File: src/apq_pkg.sv
`default_nettype none

package apq_pkg;

  localparam int unsigned DEPTH_DEFAULT = 64;
  localparam int unsigned ID_W          = 16;
  localparam int unsigned PRIO_W        = 3;
  localparam int unsigned STATUS_W      = 2;
  localparam int unsigned OCC_W         = 7;

  // result status codes
  typedef enum logic [STATUS_W-1:0] {
    ST_INSERTED  = 2'd0,
    ST_FULL      = 2'd1,
    ST_EXTRACTED = 2'd2,
    ST_EMPTY     = 2'd3
  } status_e;

  // controller states
  typedef enum logic [2:0] {
    S_IDLE,
    S_WRITE,
    S_SCAN,
    S_SHIFT,
    S_DONE
  } state_e;

  // one stored entry
  typedef struct packed {
    logic [PRIO_W-1:0] prio;
    logic [ID_W-1:0]   id;
  } entry_t;

  // controller to datapath
  typedef struct packed {
    logic load;         // input beat taken, latch it
    logic append;       // write latched entry at the tail
    logic step;         // issue the next sweep read
    logic shifting;     // sweep is the compaction pass
    logic shift_start;  // scan over, start compaction after the winner
    logic remove;       // compaction over, drop one from the count
    logic publish;      // load the output register
  } cmd_t;

  // datapath to controller
  typedef struct packed {
    logic insert_ok;    // incoming beat is an insert with room
    logic extract_ok;   // incoming beat is an extract with entries held
    logic sweep_done;   // no read pending and none left to issue
    logic out_free;     // output register can take a result
  } sts_t;

endpackage

`default_nettype wire

File: src/apq_ctrl.sv
`default_nettype none

module apq_ctrl (
  input  wire logic          clk_i,
  input  wire logic          rst_ni,
  input  wire logic          in_valid_i,
  output logic               in_stall_o,
  input  wire apq_pkg::sts_t sts_i,
  output apq_pkg::cmd_t      cmd_o
);

  apq_pkg::state_e state_q, state_d;

  always_ff @(posedge clk_i or negedge rst_ni) begin
    if (!rst_ni) begin
      state_q <= apq_pkg::S_IDLE;
    end else begin
      state_q <= state_d;
    end
  end

  // next state
  always_comb begin
    state_d = state_q;
    unique case (state_q)
      apq_pkg::S_IDLE: begin
        if (in_valid_i) begin
          if (sts_i.insert_ok) begin
            state_d = apq_pkg::S_WRITE;
          end else if (sts_i.extract_ok) begin
            state_d = apq_pkg::S_SCAN;
          end else begin
            state_d = apq_pkg::S_DONE;
          end
        end
      end
      apq_pkg::S_WRITE: state_d = apq_pkg::S_DONE;
      apq_pkg::S_SCAN: begin
        if (sts_i.sweep_done) state_d = apq_pkg::S_SHIFT;
      end
      apq_pkg::S_SHIFT: begin
        if (sts_i.sweep_done) state_d = apq_pkg::S_DONE;
      end
      apq_pkg::S_DONE: begin
        if (sts_i.out_free) state_d = apq_pkg::S_IDLE;
      end
      default: state_d = apq_pkg::S_IDLE;
    endcase
  end

  // outputs
  always_comb begin
    cmd_o      = '0;
    in_stall_o = 1'b1;
    unique case (state_q)
      apq_pkg::S_IDLE: begin
        in_stall_o = 1'b0;
        cmd_o.load = in_valid_i;
      end
      apq_pkg::S_WRITE: cmd_o.append = 1'b1;
      apq_pkg::S_SCAN: begin
        cmd_o.step        = 1'b1;
        cmd_o.shift_start = sts_i.sweep_done;
      end
      apq_pkg::S_SHIFT: begin
        cmd_o.step     = 1'b1;
        cmd_o.shifting = 1'b1;
        cmd_o.remove   = sts_i.sweep_done;
      end
      apq_pkg::S_DONE: cmd_o.publish = sts_i.out_free;
      default: cmd_o = '0;
    endcase
  end

endmodule

`default_nettype wire

File: src/apq_dp.sv
`default_nettype none

module apq_dp #(
  parameter int unsigned DEPTH = apq_pkg::DEPTH_DEFAULT
) (
  input  wire logic                         clk_i,
  input  wire logic                         rst_ni,
  input  wire logic                         mode_i,
  input  wire logic [apq_pkg::ID_W-1:0]     entry_id_i,
  input  wire logic [apq_pkg::PRIO_W-1:0]   entry_priority_i,
  input  wire apq_pkg::cmd_t                cmd_i,
  output apq_pkg::sts_t                     sts_o,
  output logic                              out_valid_o,
  input  wire logic                         out_stall_i,
  output logic [apq_pkg::STATUS_W-1:0]      status_o,
  output logic [apq_pkg::ID_W-1:0]          served_id_o,
  output logic [apq_pkg::PRIO_W-1:0]        served_priority_o,
  output logic [apq_pkg::OCC_W-1:0]         occupancy_o
);

  localparam int unsigned CW = $clog2(DEPTH + 1);
  localparam int unsigned IW = $clog2(DEPTH);

  apq_pkg::entry_t mem_q [DEPTH];
  apq_pkg::entry_t rdata_q;
  apq_pkg::entry_t item_q;
  apq_pkg::entry_t best_q;
  apq_pkg::entry_t wr_data;
  apq_pkg::status_e res_q, res_d;

  logic [CW-1:0] count_q;
  logic [CW-1:0] rd_ptr_q;
  logic [IW-1:0] ridx_q;
  logic [IW-1:0] best_idx_q;
  logic          rvalid_q;
  logic          rd_en;
  logic          wr_en;
  logic [IW-1:0] wr_addr;
  logic          full;
  logic          empty;

  logic                          out_valid_q;
  logic [apq_pkg::STATUS_W-1:0]  out_status_q;
  apq_pkg::entry_t               out_entry_q;
  logic [apq_pkg::OCC_W-1:0]     out_occ_q;

  assign full  = (count_q == CW'(DEPTH));
  assign empty = (count_q == '0);

  always_comb begin
    if (!mode_i) begin
      res_d = full ? apq_pkg::ST_FULL : apq_pkg::ST_INSERTED;
    end else begin
      res_d = empty ? apq_pkg::ST_EMPTY : apq_pkg::ST_EXTRACTED;
    end
  end

  assign rd_en   = cmd_i.step && (rd_ptr_q < count_q);
  assign wr_en   = cmd_i.append || (cmd_i.shifting && rvalid_q);
  assign wr_addr = cmd_i.append ? count_q[IW-1:0] : ridx_q - IW'(1);
  assign wr_data = cmd_i.append ? item_q : rdata_q;

  assign sts_o.insert_ok  = !mode_i && !full;
  assign sts_o.extract_ok = mode_i && !empty;
  assign sts_o.sweep_done = !rvalid_q && (rd_ptr_q >= count_q);
  assign sts_o.out_free   = !out_valid_q || !out_stall_i;

  // entry storage
  always_ff @(posedge clk_i) begin
    if (wr_en) mem_q[wr_addr] <= wr_data;
  end

  always_ff @(posedge clk_i) begin
    if (rd_en) rdata_q <= mem_q[rd_ptr_q[IW-1:0]];
  end

  // latched beat and scan winner
  always_ff @(posedge clk_i) begin
    if (cmd_i.load) begin
      item_q.id   <= entry_id_i;
      item_q.prio <= entry_priority_i;
      res_q       <= res_d;
    end
    if (rvalid_q && !cmd_i.shifting) begin
      if (ridx_q == '0 || rdata_q.prio > best_q.prio) begin
        best_q     <= rdata_q;
        best_idx_q <= ridx_q;
      end
    end
    ridx_q <= rd_ptr_q[IW-1:0];
  end

  // count and sweep control
  always_ff @(posedge clk_i or negedge rst_ni) begin
    if (!rst_ni) begin
      count_q  <= '0;
      rd_ptr_q <= '0;
      rvalid_q <= 1'b0;
    end else begin
      rvalid_q <= rd_en;
      if (cmd_i.load) begin
        rd_ptr_q <= '0;
      end else if (cmd_i.shift_start) begin
        rd_ptr_q <= CW'(best_idx_q) + CW'(1);
      end else if (rd_en) begin
        rd_ptr_q <= rd_ptr_q + CW'(1);
      end
      if (cmd_i.append) begin
        count_q <= count_q + CW'(1);
      end else if (cmd_i.remove) begin
        count_q <= count_q - CW'(1);
      end
    end
  end

  // output register
  always_ff @(posedge clk_i or negedge rst_ni) begin
    if (!rst_ni) begin
      out_valid_q <= 1'b0;
    end else if (cmd_i.publish) begin
      out_valid_q <= 1'b1;
    end else if (!out_stall_i) begin
      out_valid_q <= 1'b0;
    end
  end

  always_ff @(posedge clk_i) begin
    if (cmd_i.publish) begin
      out_status_q <= res_q;
      out_entry_q  <= (res_q == apq_pkg::ST_EXTRACTED) ? best_q : '0;
      out_occ_q    <= apq_pkg::OCC_W'(count_q);
    end
  end

  assign out_valid_o       = out_valid_q;
  assign status_o          = out_status_q;
  assign served_id_o       = out_entry_q.id;
  assign served_priority_o = out_entry_q.prio;
  assign occupancy_o       = out_occ_q;

`ifndef SYNTHESIS
  a_count_bound: assert property (@(posedge clk_i) disable iff (!rst_ni)
    count_q <= CW'(DEPTH))
    else $error("count above depth");

  a_append_room: assert property (@(posedge clk_i) disable iff (!rst_ni)
    cmd_i.append |-> !full)
    else $error("append with no room");

  a_shift_after_best: assert property (@(posedge clk_i) disable iff (!rst_ni)
    (cmd_i.shifting && rvalid_q) |-> (ridx_q > best_idx_q))
    else $error("compaction write at or below the winner");

  a_remove_nonempty: assert property (@(posedge clk_i) disable iff (!rst_ni)
    cmd_i.remove |-> !empty)
    else $error("remove with nothing held");
`endif

endmodule

`default_nettype wire

File: src/array_priority_queue_top.sv
`default_nettype none

// Bounded priority queue kept as an unsorted array in arrival order. Each
// input beat is an insert (mode 0) or an extract (mode 1) and yields exactly
// one result beat carrying a status and the count held afterwards. Inserts
// append at the tail, or come back as full when DEPTH entries are held.
// Extracts return the highest-priority entry, the earliest arrival winning a
// tie, then close the gap by moving later entries down one slot; with nothing
// held they report empty. One item is in flight at a time. An insert passes
// through a write state before its result is loaded, while a rejected insert
// or an empty extract goes straight to loading its result. An extract scans
// the N held entries for the winner at slot w, then compacts the entries from
// slot w + 1 onward, then loads the result. Both the scan and the compaction
// go through the single read port and single write port of the entry memory,
// one slot per cycle. No clearing pass is needed after reset. A result waits
// in an output register, and the next beat is taken the cycle after the
// current result has been loaded there; a result that cannot be loaded because
// the previous one is still stalled holds the block until it moves.
module array_priority_queue_top #(
  parameter int unsigned DEPTH = apq_pkg::DEPTH_DEFAULT
) (
  input  wire logic                        clk_i,
  input  wire logic                        rst_ni,
  // input beats
  input  wire logic                        in_valid_i,
  output logic                             in_stall_o,
  input  wire logic                        mode_i,
  input  wire logic [apq_pkg::ID_W-1:0]    entry_id_i,
  input  wire logic [apq_pkg::PRIO_W-1:0]  entry_priority_i,
  // result beats
  output logic                             out_valid_o,
  input  wire logic                        out_stall_i,
  output logic [apq_pkg::STATUS_W-1:0]     status_o,
  output logic [apq_pkg::ID_W-1:0]         served_id_o,
  output logic [apq_pkg::PRIO_W-1:0]       served_priority_o,
  output logic [apq_pkg::OCC_W-1:0]        occupancy_o
);

  apq_pkg::cmd_t cmd;
  apq_pkg::sts_t sts;

  // sequencer: accept, append or scan-then-compact, publish
  apq_ctrl u_ctrl (
    .clk_i      (clk_i),
    .rst_ni     (rst_ni),
    .in_valid_i (in_valid_i),
    .in_stall_o (in_stall_o),
    .sts_i      (sts),
    .cmd_o      (cmd)
  );

  // entry memory, count, scan winner and output register
  apq_dp #(
    .DEPTH (DEPTH)
  ) u_dp (
    .clk_i             (clk_i),
    .rst_ni            (rst_ni),
    .mode_i            (mode_i),
    .entry_id_i        (entry_id_i),
    .entry_priority_i  (entry_priority_i),
    .cmd_i             (cmd),
    .sts_o             (sts),
    .out_valid_o       (out_valid_o),
    .out_stall_i       (out_stall_i),
    .status_o          (status_o),
    .served_id_o       (served_id_o),
    .served_priority_o (served_priority_o),
    .occupancy_o       (occupancy_o)
  );

endmodule

`default_nettype wire
File: config.mk
export PLATFORM = sky130hd
export DESIGN_NAME = array_priority_queue_top
export DESIGN_NICKNAME = d
export VERILOG_FILES = /design/src/apq_pkg.sv /design/src/apq_ctrl.sv /design/src/apq_dp.sv /design/src/array_priority_queue_top.sv
export SDC_FILE = /design/constraint.sdc
export NUM_CORES = 1
export LEC_CHECK = 0
export BUFFER_PORTS_ARGS = -buffer_cell sky130_fd_sc_hd__clkbuf_2
export CORE_ASPECT_RATIO = 1.5
export CORE_UTILIZATION = 45
export DETAILED_ROUTE_END_ITERATION = 16
export SLEW_MARGIN = 10
export SYNTH_ARGS = -nofsm -noshare
export SYNTH_HDL_FRONTEND = slang
export SYNTH_SLANG_ARGS = --single-unit
File: constraint.sdc
create_clock -name clk_i -period 4.41 [get_ports clk_i]
set_clock_uncertainty 0.1 [all_clocks]
set_input_delay 0.2205 -clock clk_i [delete_from_list [all_inputs] [get_ports clk_i]]
set_output_delay 0.2205 -clock clk_i [all_outputs]
set_load 0.02 [all_outputs]
# Word level (Yosys, flattened, before mapping)
# Memories as Yosys holds them, arrays and structs flattened. A register that Yosys moved wholly into a read port is not among the register bits.
# Cells that the tools add are included.
[op_classes]
n_reduce_logical = 24
n_eq_ne = 11
n_addsub = 5
n_lt_le_gt_ge = 3
mux = 29
[op_table]
columns = ["operator", "count"]
rows = [
  ["2-to-1 mux 7 bit", 5],
  ["2-to-1 mux 19 bit", 1],
  ["2-to-1 mux 3 bit", 6],
  ["case mux 3 bit (5 select lines)", 1],
  ["adder 7 x 1 -> 7 bit, second input constant", 2],
  ["2-to-1 mux 1 bit", 14],
  ["!= test 2 x 1 -> 1 bit, second input constant", 4],
  ["adder 6 x 1 -> 7 bit, second input constant", 1],
  ["== test 7 bit, second input constant", 1],
  [">= comparator 7 bit", 1],
  ["zero test 1 bit", 7],
  ["zero test 7 bit", 1],
  ["< comparator 7 bit", 1],
  ["subtractor 7 x 1 -> 7 bit, second input constant", 1],
  ["== test 3 x 2 -> 1 bit, second input constant", 2],
  ["logical AND 1 bit", 6],
  ["zero test 6 bit", 1],
  ["2-to-1 mux 6 bit", 1],
  ["subtractor 6 x 1 -> 6 bit, second input constant", 1],
  ["AND reduction 4 bit", 1],
  ["== test 3 x 1 -> 1 bit, second input constant", 1],
  ["== test 3 bit, second input constant", 1],
  ["greater-than comparator 3 bit", 1],
  ["zero test 3 bit", 1],
  ["8 further kinds", 10],
]
[totals]
in_bits = 24
ff_bits = 99
elab_cells = 89
output_inout_bits = 30
n_memories = 1
ramBits = 1216
[mem_list]
columns = ["name", "words", "width", "rd", "rd_clocked_by_memory_dff", "wr", "line_no", "rtl"]
rows = [
  ["u_dp.mem_q", 64, 19, 1, 1, 1, "apq_dp.sv:24", "apq_pkg::entry_t mem_q [DEPTH];"],
]

# Depth between registers and ports, before layout
# Gate-level depths: netlist of run 1.
[depth]
ltp_word = 7
ltp_mapped = 16
mapped_depth_nobuf = 12

# Cells and area by module
# From an unflattened synthesis of run 1, not the netlist that was laid out.
[unflattened]
hier_cells = 2499
area_unflattened_um2 = 51697.1
[by_module_without_submodules]
columns = ["module", "n_inst", "area_per_inst_um2", "seq_area_each_um2", "cells_per_inst"]
rows = [
  ["apq_dp", 1, 51474.4, 39828.2, 2473],
  ["apq_ctrl", 1, 222.7, 75.1, 26],
]

# Worst setup path before layout of run 1
# Ideal clock, no wire load.
[synth_path]
path_kind = "reg-to-reg"
from = "register u_ctrl.state_q[0]"
to = "memory u_dp.mem_q[0][16] (netlist bit), data pin"
t_arrival_ns = 3.427
path_buffers = 2
slack_ns = 0.181
stages_incl_launch_ff = 5
required_ns = 3.608
setup_time_ns = 0.702
period_less_slack_ns = 4.229
cell_sequence = "dfrtp_1 > buf_2 > nor3b_4 > clkbuf_1 > o21ai_0"
[synth_rtl]
columns = ["element", "line_no", "rtl"]
rows = [
  ["start, declared", "apq_ctrl.sv:12", "apq_pkg::state_e state_q, state_d;"],
  ["start signal, assigned", "apq_ctrl.sv:16", "state_q <= apq_pkg::S_IDLE;"],
  ["start signal, assigned", "apq_ctrl.sv:18", "state_q <= state_d;"],
  ["end, declared", "apq_dp.sv:24", ""],
]

# Final worst setup path of run 1
[layout_path]
from = "register u_dp.rd_ptr_q[0]"
to = "register u_dp.rdata_q[13] (netlist name)"
[layout_between]
elab_chain_cells = 2
[layout_lines]
columns = ["element", "line_no", "rtl"]
rows = [
  ["start, declared", "apq_dp.sv:32", "logic [CW-1:0] rd_ptr_q;"],
  ["start signal, assigned", "apq_dp.sv:104", "rd_ptr_q <= CW'(best_idx_q) + CW'(1);"],
  ["start signal, assigned", "apq_dp.sv:106", "rd_ptr_q <= rd_ptr_q + CW'(1);"],
  ["< comparator 7 bit", "apq_dp.sv:58", "assign rd_en = cmd_i.step && (rd_ptr_q < count_q);"],
  ["logical AND 1 bit", "apq_dp.sv:58", ""],
]
# Several ways; a longest one is shown, not always the timed one.
# A chain may end at the register's enable or synchronous reset.

==> metrics.md, run 1 <==
| Metric | Value |
|---|---|
| Internal | `0.02757 W` |
| Post-Syn Area | `between 50,000 and 60,000 sq um` |
| Max cap viols | `0` |
| Initial core utilization | `45.53%` |
| Max Slew Vio Count | `0` |
| Syn Area/Cell | `21.80 sq um` |
| Hold Crit Class | `input pin to flop` |
| Layout cell share with drive strength beyond 1 | `between 20% and 30%` |
| Skew-Pair Late Insertion Delay | `0.73 ns` |
| Root Buffer | `clkbuf_16` |
| Vias in the first global route | `25,580` |
| Fin crit period | `about 4.0 ns` |
| Area of the multi-input gates | `10,590 sq um` |
| Post-synthesis register bit count | `1,334` |
| Post-synth top cells | `edfxtp_1 (1,309), mux4_2 (304), nand2_1 (116)` |
| VDD IR max | `0.5523 mV` |
| Remaining Overflow, GRT | `0` |
| Worst Setup End Kind | `flop` |
| Number of synthesized flops with an enable pin | `1,309` |
| Ys flop type | `edfxtp_1` |
| PD cells | `between 700 and 800 nW/um^2` |
| Synth top area share | `77.18%` |
| Area contributors post-synth | `edfxtp_1 (77%), mux4_2 (13%), a22oi_1 (1.4%)` |
| DRC Markers | `0` |
| CTS Buf Count | `between 100 and 150` |
| CTS H-tree lvls | `3` |
| Core box area | `between 100,000 and 150,000 sq um` |
| Top-count cell post-synth | `edfxtp_1` |
| Post-CTS setup buffers | `0` |
| Final nets | `~2,600` |
| ANT cells | `0` |
| Flop pwr share | `42.9%` |
| Slew @ Worst Pin | `1.242 ns` |
| Clk pwr share | `25.6%` |
| Final Power | `just over 0.04 W` |
| CTS tree | `done` |
| Die Area | `114,600 sq um` |
| Post-route ant nets | `0` |
| Seq. cell area | `39,910 sq um` |
| # port buffers | `53` |
| Worst EP required | `4.71 ns` |
| Sequential area share after synthesis | `a little under 80%` |
| Die height | `~410 um` |
| NetSw | `0.01372 W` |
| Crit Path Class | `flop to flop` |
| Global placement routability congestion | `0.8612` |
| # setup viols final | `0` |
| Via Count | `24,690` |
| Period utilization | `91.63%` |
| LEAKAGE | `18.56 nW` |
| Ys async rst share | `1.424%` |
| Kind of start point of the critical path | `flop` |
| Post-Syn Instances | `2,336` |
| Hold Fails Final Rpt | `0` |
| Row Count | `150` |
| Outcome | `finished clean` |
| Iter 0 DRT Violations | `2,514` |
| IO Pins | `54` |
| Non-filler cells in the finished layout | `approximately 4,100` |
| Library cells used by synthesis | `56` |
| Routed vias/inst | `5.986` |
| Synth-to-Final Area Change | `14.28%` |
| Post-DP HPWL | `77,170 um` |
| Largest net degree at the start of global routing | `101` |
| RSZ-0062 raised after global routing | `false` |
| Fmax achieved | `247.5 MHz` |
| Wire per inst | `30.68 um` |
| Maximum buffer depth of the clock tree | `3` |
| WL final | `between 100,000 and 150,000 um` |
| YS warnings | `0` |
| First-pass GRT wire length | `about 180,000 um` |
| CP Max Fanout | `26` |
| Post-synth top area cell | `edfxtp_1` |
| Clock Sinks | `1,334` |
| Syn Nets | `2,378` |
| Die Wd | `276.7 um` |
| Worst-path clk slew | `about 0.070 ns` |
| Combinational power share | `31.5%` |
| Setup TNS | `0 ns` |
| Drt pass-1 iters | `5` |
| CP arrival | `4.34 ns` |
| Tot GR Track Use | `between 20% and 30%` |
| Switch share | `33.22%` |
| Worst slew margin | `16.89%` |
| Initial antenna violation count | `1` |
| Post-Place Cells | `a little under 4,000` |
| Final core utilization | `52.04%` |
| Filler cells | `8,621` |
-- through the flow --
stage          cell area, sq um  worst slack [ns]  hold slack, ns
2_1_floorplan             50930            0.1815         -0.1751
4_1_cts                   58190            0.4035         0.06181
3_5_place_dp              54020            0.4306          0.1249
6_report                  58210            0.3692          0.1071
3_3_place_gp              54010            0.4228          0.1190
5_1_grt                   58210            0.3514         0.09983
-- cell type report --
cell class	count	share of cell area (%)
sequential	1334	68.57
timing repair buffer	250	3.250
clock buffer	130	5.077
inverter	20	0.1290
multi-input combinational	861	18.19
clock inverter	85	1.685
tap	1444	3.104
-- registers in the layout (all words and copies together) (netlist names), 7 cells and up --
register          flops
u_dp.best_q          19
u_dp.count_q          7
u_dp.item_q          19
u_dp.mem_q         1216
u_dp.occupancy_o      7
u_dp.rd_ptr_q         7
u_dp.rdata_q         19
u_dp.served_id_o     16
-- cell families after synthesis --
logic type / after synthesis / share of synthesized area [%]
compound gates: 238 / 3.643
xor+xnor: 21 / 0.3611
fa+ha+maj: 18 / 0.4569
buf+inv: 141 / 1.191
flops: 1334 / 78.35
mux: 314 / 13.64
simple gates: 270 / 2.356
-- repair_timing --
item,in CTS,in global routing
hold buffers,24,0
gates resized for setup,0,0
hold endpoints to repair,71,0
-- worst max-delay path: stages (launching register included) --
cell	delay, ns
dfrtp_4	0.47
buf_4	0.32
buf_4	0.55
mux4_2	0.59
a22oi_1	0.34
nand2_1	0.21
a22oi_1	0.76
o221ai_1	0.32
-- layer usage --
layer / vias up / track usage [%] / wire length (um)
met1: 13260 / 28.32 / 48910
met2: 940 / 38.49 / 65450
met3: 183 / 3.031 / 7188
met5: - / 0 / 0
li1: 10310 / - / -
met4: 0 / 9.529 / 4971
-- layout by cell type (no fill, tap or decap), drive strengths merged, types with 27 or more instances in the layout --
master     n
a221oi    38
a22o      38
a22oi     95
buf      173
clkbuf   183
clkinv    47
edfxtp  1309
inv       27
mux4     304
nand2    116
nor2      87
-- final timing paths --
| path | endpoint | slack, ns | from | cells after the start |
|---|---|---|---|---|
| max reg2reg | u_dp.rdata_q[13] | 0.37 | u_dp.rd_ptr_q[0] | 7 |
| min reg2reg | u_dp.status_o[1] | 0.36 | u_dp.res_q[1] | 0 |
| max | u_dp.rdata_q[13] | 0.37 | u_dp.rd_ptr_q[0] | 7 |
| min in group asynchronous | u_dp.count_q[0] | 0.62 | rst_ni | 3 |
| min | u_dp.item_q[14] | 0.11 | entry_id_i[14] | 2 |
| max in group asynchronous | u_dp.rd_ptr_q[1] | 2.90 | rst_ni | 3 |
-- power by group through the flow --
stage          clock [W]  sequential (W)  combinational, W
2_1_floorplan          0          0.0178           0.00742
3_3_place_gp           0          0.0179            0.0128
3_5_place_dp           0          0.0180            0.0131
4_1_cts           0.0108          0.0177            0.0131
5_1_grt           0.0112          0.0177            0.0137
6_report          0.0106          0.0177            0.0130
Note: power is estimated with default switching activity, not from simulation.
==> inputs of run 2 (changes only) <==
Settings changed: ABC_AREA set to 1, CTS_CLUSTER_SIZE set to 30.
==> run 2 against run 1 <==
Compared with the run above:
- non-clock buffer count is 7 lower
- synthesized cell count is 71% higher
- register-to-register slack better by 0.39 ns
- sequential share of layout area is 1.7 points lower
- die area is 3.6% higher
- worst hold slack worse by 0.014 ns
- critical path type unchanged
- highest routed layer unchanged
==> metrics.md, run 2 <==
| Metric | Value |
|---|---|
| Outcome | `finished clean` |
| Hold Fails Final Rpt | `0` |
| Via Count | `33,770` |
| Post-CTS sizing | `0` |
| Post-place setup slack | `0.8728 ns` |
| Ys async rst share | `1.424%` |
| Commonest cells after routing, fill and taps aside | `edfxtp_1 (1,309), nor2_1 (768), o21ai_0 (727)` |
| Combinational power share | `between 30 and 40%` |
| Syn Area/Cell | `13.19 sq um` |
| Post-synth top area cell | `edfxtp_1` |
| Placed Area | `55,570 sq um` |
| RSZ-0062 raised after global routing | `false` |
| Global placement routability congestion | `0.9082` |
| Kind of start point of the critical path | `flop` |
| Post-synthesis register bit count | `1,334` |
| Slew @ Worst Pin | `1.301 ns` |
| Maximum buffer depth of the clock tree | `3` |
| Worst Setup End Kind | `flop` |
| WL final | `153,400 um` |
| Hold Crit Class | `input pin to flop` |
| VDD IR max | `0.4935 mV` |
| CTS H-tree lvls | `3` |
| Post-DP HPWL | `91,400 um` |
| Final setup margin | `0.7593 ns` |
| Max Slew Vio Count | `0` |
| # setup viols final | `0` |
| Max cap viols | `0` |
| Die Area | `roughly 120,000 sq um` |
| Post-Syn Area | `52,780 sq um` |
| LEAKAGE | `19.45 nW` |
| # port buffers | `53` |
| Final core utilization | `between 50% and 60%` |
| Initial antenna violation count | `2` |
| Core box area | `between 100,000 and 150,000 sq um` |
| Worst slew margin | `13.25%` |
| Largest net degree at the start of global routing | `143` |
| Top-count cell post-synth | `edfxtp_1` |
| Hold-fix buffers, CTS | `24` |
| Iter 0 DRT Violations | `just over 4,000` |
| Area contributors post-synth | `edfxtp_1 (74%), o21ai_0 (6.9%), nor2_1 (5.9%)` |
| ANT cells | `0` |
| Tot GR Track Use | `25.68%` |
| Routed vias/inst | `5.883` |
| Most common cell after layout, fill and taps aside | `edfxtp_1` |
| Post-route ant nets | `0` |
| CP arrival | `4.15 ns` |
| Worst EP required | `4.91 ns` |
| Layout cell share with drive strength beyond 1 | `12.53%` |
| Wire per inst | `26.72 um` |
| CTS Buf Count | `115` |
| Synth top area share | `74.48%` |
| Final nets | `4,132` |
| Row Count | `~150` |
| Max reg flops | `1,216` |
| Worst-path clk slew | `about 0.070 ns` |
| Initial core utilization | `a little under half` |
| Die Wd | `~280 um` |
| Remaining Overflow, GRT | `0` |
| Syn Nets | `between 4,000 and 5,000` |
| Internal | `between 0.02 and 0.03 W` |
| Fin crit period | `roughly 3.7 ns` |
| Crit Path Class | `flop to flop` |
| Root Buffer | `clkbuf_16` |
| Die height | `421.4 um` |
| Sequential area share after synthesis | `75.61%` |
| Flop pwr share | `40.1%` |
| NetSw | `0.01782 W` |
| Drt pass-1 iters | `6` |
| Synth-to-Final Area Change | `13.07%` |
| DRC Markers | `0` |
| Post-Syn Instances | `4,001` |
| Switch share | `39.48%` |
| Setup TNS | `0 ns` |
| Fmax achieved | `273.9 MHz` |
| Final Power | `~0.045 W` |
| Vias in the first global route | `32,630` |
| CTS tree | `done` |
| Reg with most FFs | `u_dp.mem_q` |
| Post-synth top cells | `edfxtp_1 (1,309), nor2_1 (829), o21ai_0 (728)` |
| PD cells | `756.5 nW/um^2` |
| Finished layout cell area | `59,670 sq um` |
| First-pass GRT wire length | `220,900 um` |
| Skew-Pair Late Insertion Delay | `0.74 ns` |
| Clock Sinks | `1,334` |
| IO Pins | `54` |
| Ys flop type | `edfxtp_1` |
| Period utilization | `82.78%` |
| YS warnings | `0` |
| Number of synthesized flops with an enable pin | `between 1,000 and 1,500` |
| Post-CTS setup buffers | `0` |
| CP Max Fanout | `86` |
| Clk pwr share | `around 23%` |
| Library cells used by synthesis | `42` |
## run 2: cell types whose count changed after synthesis, moves of 44 or more
cell / before / now
mux4_2: 304 / 0
nor2_1: 87 / 829
inv_1: 18 / 65
a22oi_1: 95 / 0
clkbuf_1: 70 / 173
o22ai_1: 1 / 313
o21ai_1: 1 / 45
o211ai_1: 1 / 54
nand2_1: 116 / 176
o21ai_0: 8 / 728
## run 2: worst max-delay path: stages (launching register included)
cell	delay (ns)
dfrtp_4	0.57
inv_8	0.48
buf_4	0.43
buf_4	0.29
nor2_1	0.07
o22ai_1	0.16
nor2_1	0.11
o221ai_1	1.01
nand3_1	0.14
nand2_1	0.11
## run 2: worst paths after layout
path	startpoint	to	slack [ns]	depth (start not counted)
setup / recovery	u_dp.rd_ptr_q[0]	u_dp.rdata_q[2]	0.76	9
hold / removal	entry_priority_i[0]	u_dp.item_q[16]	0.09	2
setup reg to reg	u_dp.rd_ptr_q[0]	u_dp.rdata_q[2]	0.76	9
hold reg to reg	u_dp.rdata_q[11]	u_dp.best_q[11]	0.36	0
max in group asynchronous	rst_ni	u_dp.rd_ptr_q[1]	2.76	3
min in group asynchronous	rst_ni	u_dp.count_q[5]	0.68	3
## run 2: stage by stage
step / cells / hold WS (ns)
floorplan: 4001 / -0.1751
detailed placement: 5499 / 0.1462
global route: 5741 / 0.1173
finish: 5741 / 0.09357
global placement: 5499 / 0.1440
CTS: 5741 / 0.05706
## run 2: cell families after synthesis
| group | share of synthesized area, % |
|---|---|
| mux | 0.01897 |
| simple gates | 8.189 |
| flops | 75.61 |
| xor+xnor | 0.1493 |
| compound gates | 12.67 |
| buf+inv | 2.923 |
| fa+ha+maj | 0.4410 |
## run 2: final cells by class
type | instances | area, sq um
timing repair buffer | 243 | 2102
fill | 9846 | 56530
sequential | 1334 | 39920
tap | 1550 | 1939
inverter | 75 | 299.0
clock buffer | 134 | 2992
multi-input combinational | 2321 | 11550
clock inverter | 84 | 874.6
## run 2: power groups by stage
stage / clock network [W] / logic (W) / registers, W
2_1_floorplan: 0 / 0.00904 / 0.0183
3_3_place_gp: 0 / 0.0163 / 0.0184
3_5_place_dp: 0 / 0.0164 / 0.0184
4_1_cts: 0.0106 / 0.0165 / 0.0181
5_1_grt: 0.0110 / 0.0176 / 0.0182
6_report: 0.0105 / 0.0166 / 0.0181
## run 2: routing by layer
metal	global-route usage (%)	vias up	routed length, um
met5	0	-	0
met1	31.65	17040	57520
li1	-	15030	-
met3	2.923	300	9801
met4	15.64	0	9727
met2	43.19	1412	76370
